$ cat config.mk
export PLATFORM = sky130hd
export DESIGN_NAME = i2c_slave_register_access
export DESIGN_NICKNAME = d
export VERILOG_FILES = /design/src/sv/i2csra_pkg.sv /design/src/sv/i2csra_engine.sv /design/src/sv/i2c_slave_register_access.sv
export VERILOG_INCLUDE_DIRS = /design/src /design/src/sv
export SDC_FILE = /design/constraint.sdc
export NUM_CORES = 1
export LEC_CHECK = 0
export BUFFER_PORTS_ARGS = -buffer_cell sky130_fd_sc_hd__buf_2
export CAP_MARGIN = 0
export CORE_MARGIN = 2
export CORE_UTILIZATION = 50
export CTS_BUF_LIST = sky130_fd_sc_hd__clkbuf_16
export DETAILED_ROUTE_END_ITERATION = 16
export GPL_ROUTABILITY_DRIVEN = 0
export GPL_TIMING_DRIVEN = 0
export PLACE_DENSITY = 0.7
export REMOVE_ABC_BUFFERS = 1
export SYNTH_ARGS = -nofsm -noshare
export SYNTH_HDL_FRONTEND = slang
export SYNTH_SLANG_ARGS = --single-unit
export TNS_END_PERCENT = 5
$ cat constraint.sdc
create_clock -name i_clk -period 3.5 [get_ports i_clk]
set_input_delay 0.35 -clock i_clk [delete_from_list [all_inputs] [get_ports i_clk]]
set_output_delay 0.35 -clock i_clk [all_outputs]
set_load 0.01 [all_outputs]
$ cat src/sv/i2c_slave_register_access_defines.svh
// assertion macros used by the i2c register access engine
`ifndef I2C_SLAVE_REGISTER_ACCESS_DEFINES_SVH
`define I2C_SLAVE_REGISTER_ACCESS_DEFINES_SVH

// same-cycle implication, checked at every rising edge out of reset
`define I2CSRA_ASSERT_NOW(label, clk, rst_n, ante, cons, msg) \
    label: assert property (@(posedge clk) disable iff (!(rst_n)) (ante) |-> (cons)) \
        else $error(msg);

// next-cycle implication, checked at every rising edge out of reset
`define I2CSRA_ASSERT_NEXT(label, clk, rst_n, ante, cons, msg) \
    label: assert property (@(posedge clk) disable iff (!(rst_n)) (ante) |=> (cons)) \
        else $error(msg);

`endif

$ cat src/sv/i2csra_pkg.sv
// types and constants of the i2c slave register access block
package i2csra_pkg;

    localparam int BUFFER_BYTES  = 32;
    localparam int WRITE_LENGTH  = 5;
    localparam int WORD_BYTES    = 4;
    localparam int COUNT_W       = $clog2(BUFFER_BYTES + 1);
    localparam logic [7:0] OVERFLOW_BYTE = 8'hFF;

    typedef enum logic [2:0] {
        ACT_START_READ  = 3'd0,
        ACT_START_WRITE = 3'd1,
        ACT_STOP        = 3'd2,
        ACT_RX          = 3'd3,
        ACT_TX          = 3'd4
    } t_action;

    typedef struct packed {
        logic [2:0]  action;
        logic [7:0]  rx_data;
        logic [31:0] register_contents;
    } t_item;

    typedef struct packed {
        logic [7:0]  tx_data;
        logic        write_strobe;
        logic [31:0] write_word;
        logic        read_strobe;
        logic [7:0]  reg_address;
    } t_result;

endpackage

$ cat src/sv/i2csra_engine.sv
// transaction state and per-event result logic
`include "i2c_slave_register_access_defines.svh"

module i2csra_engine (
    input  logic               i_clk,
    input  logic               i_rst_n,
    input  logic               i_fire,
    input  i2csra_pkg::t_item  i_item,
    output i2csra_pkg::t_result o_result
);
    import i2csra_pkg::*;

    logic [COUNT_W-1:0] r_received_count, n_received_count;
    logic [COUNT_W-1:0] r_sent_count, n_sent_count;
    logic [7:0]         r_address_byte, n_address_byte;
    logic [31:0]        r_incoming_word, n_incoming_word;
    logic [31:0]        r_outgoing_word, n_outgoing_word;
    logic               r_read_direction, n_read_direction;

    logic [1:0]         rx_lane;
    logic [1:0]         tx_lane;
    logic               fetch;
    logic [31:0]        send_word;

    assign rx_lane   = 2'(r_received_count - COUNT_W'(1));
    assign tx_lane   = r_sent_count[1:0];
    assign fetch     = r_read_direction && (r_sent_count == '0)
                       && (r_received_count == COUNT_W'(1));
    assign send_word = fetch ? i_item.register_contents : r_outgoing_word;

    always_comb begin
        n_received_count = r_received_count;
        n_sent_count     = r_sent_count;
        n_address_byte   = r_address_byte;
        n_incoming_word  = r_incoming_word;
        n_outgoing_word  = r_outgoing_word;
        n_read_direction = r_read_direction;
        o_result              = '0;
        o_result.reg_address  = r_address_byte;
        unique case (t_action'(i_item.action))
            ACT_START_READ: begin
                n_read_direction = 1'b1;
            end
            ACT_START_WRITE: begin
                n_read_direction = 1'b0;
            end
            ACT_STOP: begin
                if (r_received_count == COUNT_W'(WRITE_LENGTH)) begin
                    o_result.write_strobe = 1'b1;
                    o_result.write_word   = r_incoming_word;
                end
                n_received_count = '0;
                n_sent_count     = '0;
                n_address_byte   = '0;
                n_incoming_word  = '0;
                n_outgoing_word  = '0;
            end
            ACT_RX: begin
                if (r_received_count < COUNT_W'(BUFFER_BYTES)) begin
                    if (r_received_count == '0) begin
                        n_address_byte = i_item.rx_data;
                    end else if (r_received_count < COUNT_W'(WRITE_LENGTH)) begin
                        for (int b = 0; b < WORD_BYTES; b++) begin
                            if (rx_lane == 2'(b)) begin
                                n_incoming_word[b*8 +: 8] = i_item.rx_data;
                            end
                        end
                    end
                    n_received_count = r_received_count + COUNT_W'(1);
                end
            end
            ACT_TX: begin
                if (fetch) begin
                    n_outgoing_word      = i_item.register_contents;
                    o_result.read_strobe = 1'b1;
                end
                if (r_sent_count < COUNT_W'(BUFFER_BYTES)) begin
                    if (r_sent_count < COUNT_W'(WORD_BYTES)) begin
                        o_result.tx_data = send_word[{tx_lane, 3'b000} +: 8];
                    end
                    n_sent_count = r_sent_count + COUNT_W'(1);
                end else begin
                    o_result.tx_data = OVERFLOW_BYTE;
                end
            end
            default: begin
            end
        endcase
    end

    always_ff @(posedge i_clk) begin
        if (!i_rst_n) begin
            r_received_count <= '0;
            r_sent_count     <= '0;
            r_address_byte   <= '0;
            r_incoming_word  <= '0;
            r_outgoing_word  <= '0;
            r_read_direction <= 1'b0;
        end else if (i_fire) begin
            r_received_count <= n_received_count;
            r_sent_count     <= n_sent_count;
            r_address_byte   <= n_address_byte;
            r_incoming_word  <= n_incoming_word;
            r_outgoing_word  <= n_outgoing_word;
            r_read_direction <= n_read_direction;
        end
    end

    `I2CSRA_ASSERT_NOW(a_rcnt_bound, i_clk, i_rst_n, 1'b1,
        r_received_count <= COUNT_W'(BUFFER_BYTES), "receive count past buffer size")
    `I2CSRA_ASSERT_NOW(a_scnt_bound, i_clk, i_rst_n, 1'b1,
        r_sent_count <= COUNT_W'(BUFFER_BYTES), "send count past buffer size")
    `I2CSRA_ASSERT_NOW(a_wstrobe_stop, i_clk, i_rst_n, i_fire && o_result.write_strobe,
        t_action'(i_item.action) == ACT_STOP, "write commit outside stop")
    `I2CSRA_ASSERT_NOW(a_rstrobe_first, i_clk, i_rst_n, i_fire && o_result.read_strobe,
        r_sent_count == '0 && r_received_count == COUNT_W'(1), "fetch not on first send")
    `I2CSRA_ASSERT_NEXT(a_stop_clears, i_clk, i_rst_n,
        i_fire && t_action'(i_item.action) == ACT_STOP,
        r_received_count == '0 && r_sent_count == '0 && r_address_byte == '0,
        "stop left transaction state")

endmodule

$ cat src/sv/i2c_slave_register_access.sv
// Transaction layer of an i2c slave with 32-bit registers. Each input transfer is one bus
// event (start read, start write, stop, byte received, byte to send) and gives exactly one
// output transfer. An event is captured in an input register, evaluated against the
// transaction counters combinationally and lands in the output register, where the result
// is presented until it is taken; one event is taken every cycle while the output side
// keeps up, and while a finished result waits the input register takes one more event and
// then stalls.
// register_contents must hold the register named by the first received byte of the
// transaction when a send is requested.
module i2c_slave_register_access (
    input  logic        i_clk,
    input  logic        i_rst_n,
    input  logic        i_valid,
    output logic        o_stall,
    input  logic [2:0]  i_action,
    input  logic [7:0]  i_rx_data,
    input  logic [31:0] i_register_contents,
    output logic        o_valid,
    input  logic        i_stall,
    output logic [7:0]  o_tx_data,
    output logic        o_write_strobe,
    output logic [31:0] o_write_word,
    output logic        o_read_strobe,
    output logic [7:0]  o_reg_address
);
    import i2csra_pkg::*;

    logic    r_in_valid;
    t_item   r_in;
    logic    r_out_valid;
    t_result r_out;
    t_result result;
    logic    advance;

    assign advance = r_in_valid && (!r_out_valid || !i_stall);
    assign o_stall = r_in_valid && !advance;

    i2csra_engine u_engine (
        .i_clk    (i_clk),
        .i_rst_n  (i_rst_n),
        .i_fire   (advance),
        .i_item   (r_in),
        .o_result (result)
    );

    // input register
    always_ff @(posedge i_clk) begin
        if (!i_rst_n) begin
            r_in_valid <= 1'b0;
        end else if (!o_stall) begin
            r_in_valid <= i_valid;
        end
    end

    always_ff @(posedge i_clk) begin
        if (i_valid && !o_stall) begin
            r_in.action            <= i_action;
            r_in.rx_data           <= i_rx_data;
            r_in.register_contents <= i_register_contents;
        end
    end

    // result register
    always_ff @(posedge i_clk) begin
        if (!i_rst_n) begin
            r_out_valid <= 1'b0;
        end else if (advance) begin
            r_out_valid <= 1'b1;
        end else if (!i_stall) begin
            r_out_valid <= 1'b0;
        end
    end

    always_ff @(posedge i_clk) begin
        if (advance) begin
            r_out <= result;
        end
    end

    assign o_valid        = r_out_valid;
    assign o_tx_data      = r_out.tx_data;
    assign o_write_strobe = r_out.write_strobe;
    assign o_write_word   = r_out.write_word;
    assign o_read_strobe  = r_out.read_strobe;
    assign o_reg_address  = r_out.reg_address;

endmodule

Yosys cells after proc, flatten, opt, wreduce, memory -nomap -nowiden

Cells that the tools add are included.
W data, S select, Z words.

Register bits after elaboration: 180

Equality and inequality tests: 19
Mux-type cells: 24
Reduce and logical (&&, ||, !) cells: 27
Shift operators: 1
$lt $le $gt $ge: 4
$add $sub $neg: 3

Operators with widths:

| operator              | number |
|---|---|
| $mux W32              | 4 |
| $pmux W32 S2          | 2 |
| $mux W8               | 8 |
| $mux W33              | 1 |
| $shiftx A32 B6 Y8     | 1 |
| $pmux W6 S2           | 2 |
| $reduce_and A6 Y1     | 4 |
| $ne A2 B1 Y1 const B  | 9 |
| $pmux W8 S2           | 1 |
| $add A6 B1 Y6 const B | 2 |
| $logic_not A6 Y1      | 2 |
| $lt A6 B3 Y1 const B  | 2 |
| $lt A6 B6 Y1 const B  | 2 |
| $mux W6               | 2 |
| $eq A3 B2 Y1 const B  | 2 |
| $eq A6 B1 Y1 const B  | 1 |
| $eq A6 B3 Y1 const B  | 1 |
| $reduce_and A2 Y1     | 3 |
| $reduce_and A3 Y1     | 2 |
| $reduce_bool A2 Y1    | 3 |
| $logic_and A1 B1 Y1   | 5 |
| $eq A2 B2 Y1 const B  | 2 |
| $logic_not A1 Y1      | 4 |
| $reduce_and A4 Y1     | 1 |
| other kinds (10)      | 12 |

Longest topological paths before layout

Word-level depth: 7
Depth in mapped cells: 9
Gate-level depth less buffers: 7

Hierarchy

A second synthesis with hierarchy kept.

Cells, all modules: 567
Area total of the unflattened synthesis: 7,194.4 um2

By module, submodules not included:

| module                    | cells an instance | instances | area each (um2) |
|---|---|---|---|
| i2csra_engine             | 466               | 1         | 4,317.9 |
| i2c_slave_register_access | 101               | 1         | 2,876.5 |

Worst setup path before layout

No wires, ideal clock.

Path kind: input to register
Start: input port i_stall
End: register r_in[0] in the netlist's numbering, enable pin
Cell stages on the path: 2
Data required time: 3,052 ps
Path slack: 532 ps
Arrival: 2,520 ps
Cell sequence: and3_1 nor2b_1

Cells in the longest elaborated chain, start to end: 7

RTL lines:

| what                | line                            | RTL |
|---|---|---|
| start, declared     | i2c_slave_register_access.sv:19 | `input logic i_stall,` |
| $logic_not A1 Y1    | n/a                             |  |
| $logic_or A1 B1 Y1  | i2c_slave_register_access.sv:35 | `assign advance = r_in_valid && (!r_out_valid \|\| !i_stall);` |
| $logic_and A1 B1 Y1 | i2c_slave_register_access.sv:35 |  |
| $logic_not A1 Y1    | i2c_slave_register_access.sv:36 | `assign o_stall = r_in_valid && !advance;` |
| $logic_and A1 B1 Y1 | i2c_slave_register_access.sv:36 |  |
| $logic_not A1 Y1    | i2c_slave_register_access.sv:56 | `if (i_valid && !o_stall) begin` |
| $logic_and A1 B1 Y1 | i2c_slave_register_access.sv:56 |  |
| end, declared       | i2c_slave_register_access.sv:29 | `t_item r_in;` |

Every way passes these cells.
A chain may end at the register's enable or synchronous reset.

Final worst setup path

Start: register u_engine.r_received_count[1]
End: register u_engine.r_outgoing_word[24]

Cells in the longest elaborated chain, start to end: 4

RTL lines:

| what                   | line                 | RTL |
|---|---|---|
| start, declared        | i2csra_engine.sv:13  | `logic [COUNT_W-1:0] r_received_count, n_received_count;` |
| start signal, assigned | i2csra_engine.sv:100 | `r_received_count <= n_received_count;` |
| $eq A6 B1 Y1           | i2csra_engine.sv:28  | `&& (r_received_count == COUNT_W'(1));` |
| $logic_and A1 B1 Y1    | i2csra_engine.sv:28  |  |
| $mux W32               | n/a                  |  |
| $pmux W32 S2           | n/a                  |  |
| end signal, assigned   | i2csra_engine.sv:104 | `r_outgoing_word <= n_outgoing_word;` |
| end, declared          | i2csra_engine.sv:17  | `logic [31:0] r_outgoing_word, n_outgoing_word;` |

Every way passes these cells.

==> summary.txt <==
Finish
  – ANT cells: 0
  – Post-layout util: about 61%
  – Layout cell share with drive strength beyond 1: a little under a quarter
  – Area of the multi-input gates: 2210 um^2
  – Storage cell area: approximately 4500 um^2
  – Nets@finish: 689
  – Area grow syn2layout: 18.6%
  – Fill count: roughly 1,100

Power and ir drop
  – Worst vdd ir: slightly above 0.0003 V
  – Tot Pwr: 4300 uW
  – Switch share: between 20% and 30%
  – Lkg Pwr: between 0.003 and 0.004 uW
  – Pint: 3360 uW
  – Power density over the cells: about 530 nW/um^2
  – Sw power: about 930 uW
  – Sequential share of power: 53.6%
  – Comb pwr share: 3.7%
  – Clock group share of total power: a little over two fifths

Clock network
  – CTS H-Tree Depth: 4
  – Bufs on Longest Clock Path: 2
  – # resized after CTS: 1
  – Number of CTS-inserted buffers: 17
  – Hold-fix buffers, CTS: 0
  – Setup bufs post-CTS: 0
  – Worst-path clk slew: ~0.070 ns
  – CTS Root Cell: clkbuf_16
  – Clk Latency, worst-skew pair: approximately 0.43 ns
  – Num Clock Sinks: 180
  – CTS tree: yes

Route
  – DR DRC count: 0
  – Total routed wirelength: around 14,000 um
  – Initial DRC count: between 200 and 250
  – Vias per std cell: about 5.6
  – Via count: approximately 4,600
  – Pre-Repair DR Iteration Count: 5
  – WL/cell: ~17 um
  – Antenna viol nets, final: 0

Worst setup path
  – Crit end category: register
  – Required @ worst endpoint: a little under 4 ns
  – Max Fanout on Critical Path: 32
  – Crit path launch type: register
  – Crit path arrival time: 3.59 ns
  – Setup CP Type: reg -> reg

Synthesis
  – Flops & latches, synth: 180
  – Post-synth top area share: just over 40%
  – Synthesized area: around 6900 um^2
  – Yosys top cell by area: edfxtp_1
  – Syn_area_per_cell: 12.8 um^2
  – Synthesized netlist cell count: approximately 540
  – Number of flops mapped to enable cells by yosys: 93
  – Post-synthesis cell type count: 47
  – Largest cells by area after synthesis: edfxtp_1 41%, dfxtp_1 25%, a22o_1 4.1%
  – Sequential fraction of the synthesis area: approximately 66%
  – Ys Warns: 0
  – Post-synth ARST share: 0%
  – Synth Flop Type: edfxtp_1

GRT
  – Total global routing overflow: 0
  – GR Util All Layers: between 15 and 20%
  – Initial antenna violation count: 0
  – Vias in the first global route: ~4,500
  – First-pass GRT wire length: ~22,000 um
  – Largest net degree at the start of global routing: 33

Die
  – Die Height: around 120 um
  – Initial Util: 51.6%
  – Core area: roughly 13,000 um^2
  – Die area: between 10,000 and 15,000 um^2
  – Row Count: between 40 and 50
  – # IOs: 99
  – Chip width: 121 um

Timing
  – Max-slew violations: 0
  – Worst Max-Slew Pin Slew: between 1 and 1.5 ns
  – Clock Skews: roughly 0.0080 ns
  – Tcrit/Tclk final: just over 90%
  – Final hold vios: 0
  – Fmax: approximately 310 MHz
  – Final setup fails: 0
  – Relative slew slack: a little under a fifth
  – Minimum clock period: 3.22 ns
  – RSZ-0062 raised after global routing: false

Placement
  – Post-DP HPWL: about 9400 um
  – Port bufs: 98

Worst hold path
  – Hold Path Class: in -> reg

Flow run
  – Number of max-cap violations: 0

Status
  – Status: finished, final reports clean
==> worst max-delay path, stage by stage (launching register included) <==
cell,delay (ns)
dfxtp_1,0.35
inv_1,0.14
ha_1,0.17
or4b_4,0.51
or3_1,0.69
nor3_4,1.05
a22o_1,0.26
==> power by group through the flow <==
stage	combinational, uW	sequential, uW	clock (uW)
floorplan	59.1	2360	0
global placement	146	2350	0
detailed placement	161	2350	0
CTS	163	2300	1860
global route	177	2310	1940
finish	161	2300	1830
==> layer usage <==
layer / vias up / track usage (%) / wire [um]
met5: - / 0 / 0
met1: 2189 / 26.2 / 5810
met2: 173 / 31.5 / 6730
met4: 0 / 7.97 / 303
met3: 24 / 5.45 / 962
li1: 2187 / - / -
==> stage by stage <==
step	setup TNS [ns]	cells	hold WS, ns	setup slack (ns)	area (um^2)
after floorplan	0	511	0.409	0.255	6740
after global placement	-63.96	785	0.426	-1.43	7450
after detailed placement	-5.14	791	0.432	-0.183	7590
after CTS	0	823	0.0744	0.165	8170
after global routing	0	823	0.0756	0.103	8180
final	0	823	0.0908	0.279	8180
==> sequential cells by signal, indices dropped and copies added, names as in the netlist <==
register                   count
u_engine.r_received_count      6
r_in                          43
r_in_valid                     1
u_engine.r_address_byte        8
u_engine.r_read_direction      1
o_read_strobe                  1
o_reg_address                  8
o_valid                        1
u_engine.r_incoming_word      32
o_write_strobe                 1
u_engine.r_outgoing_word      32
u_engine.r_sent_count          6
o_tx_data                      8
o_write_word                  32
==> cells in the mapped netlist (all sizes together) (2+ instances only) <==
cell,n
and2,34
a22oi,32
a21o,4
clkbuf,16
xor2,6
buf,12
inv,6
nand4,6
ha,8
nor2b,2
edfxtp,93
nand3,17
or3,2
a41oi,2
nor2,59
a32o,7
and3,18
mux2i,8
nor3,6
dfxtp,87
nand2b,4
a21oi,10
nor4,2
a22o,32
nand2,43
mux4,8
==> cells by family (layout without fill, tap and decap cells) <==
kind of cell	after synthesis	after routing	share of synthesized area, %
multiplexers	16	16	3.78
XOR/XNOR	6	6	0.762
buffers and inverters	34	142	2.49
flip-flops	180	180	65.8
AO/OA/AOI/OAI	95	95	11.1
adder cells (fa/ha/maj)	8	8	1.45
AND/OR/NAND/NOR	200	200	14.7
==> final timing paths <==
path	startpoint	cells past startpoint	to	slack, ns
max	u_engine.r_received_count[1]$_SDFFE_PN0P_	6	u_engine.r_outgoing_word[24]$_SDFFE_PN0P_	0.28
min	i_register_contents[17]	1	r_in[17]$_DFFE_PP_	0.09
max reg2reg	u_engine.r_received_count[1]$_SDFFE_PN0P_	6	u_engine.r_outgoing_word[24]$_SDFFE_PN0P_	0.28
min reg2reg	u_engine.r_address_byte[2]$_SDFFE_PN0P_	0	o_reg_address[2]$_DFFE_PP_	0.45
==> cell type report <==
class | instances | area share (%)
Clock buffer | 18 | 5.51
Clock inverter | 14 | 1.52
Timing Repair Buffer | 104 | 7.44
Inverter | 6 | 0.275
Sequential cell | 180 | 55.5
Tap cell | 176 | 2.69
Multi-Input combinational cell | 325 | 27.1
==> cell usage in the layout, fill, tap and decap left out, types with 6 or more instances in the layout <==
master     synthesis  final
a21oi_1            9      9
a22o_1            32     32
a22oi_1           32     32
a32o_1             7      7
and2_1            34     34
and3_1            18     18
buf_2              5     98
clkbuf_16          0     18
dfxtp_1           87     86
edfxtp_1          93     93
ha_1               8      8
inv_1              6      6
mux2i_1            8      8
mux4_2             8      8
nand2_1           43     43
nand3_1           17     17
nand4_1            6      6
nor2_1            59     59
xor2_1             6      6
No activity file was read; power rests on OpenSTA's default activity.
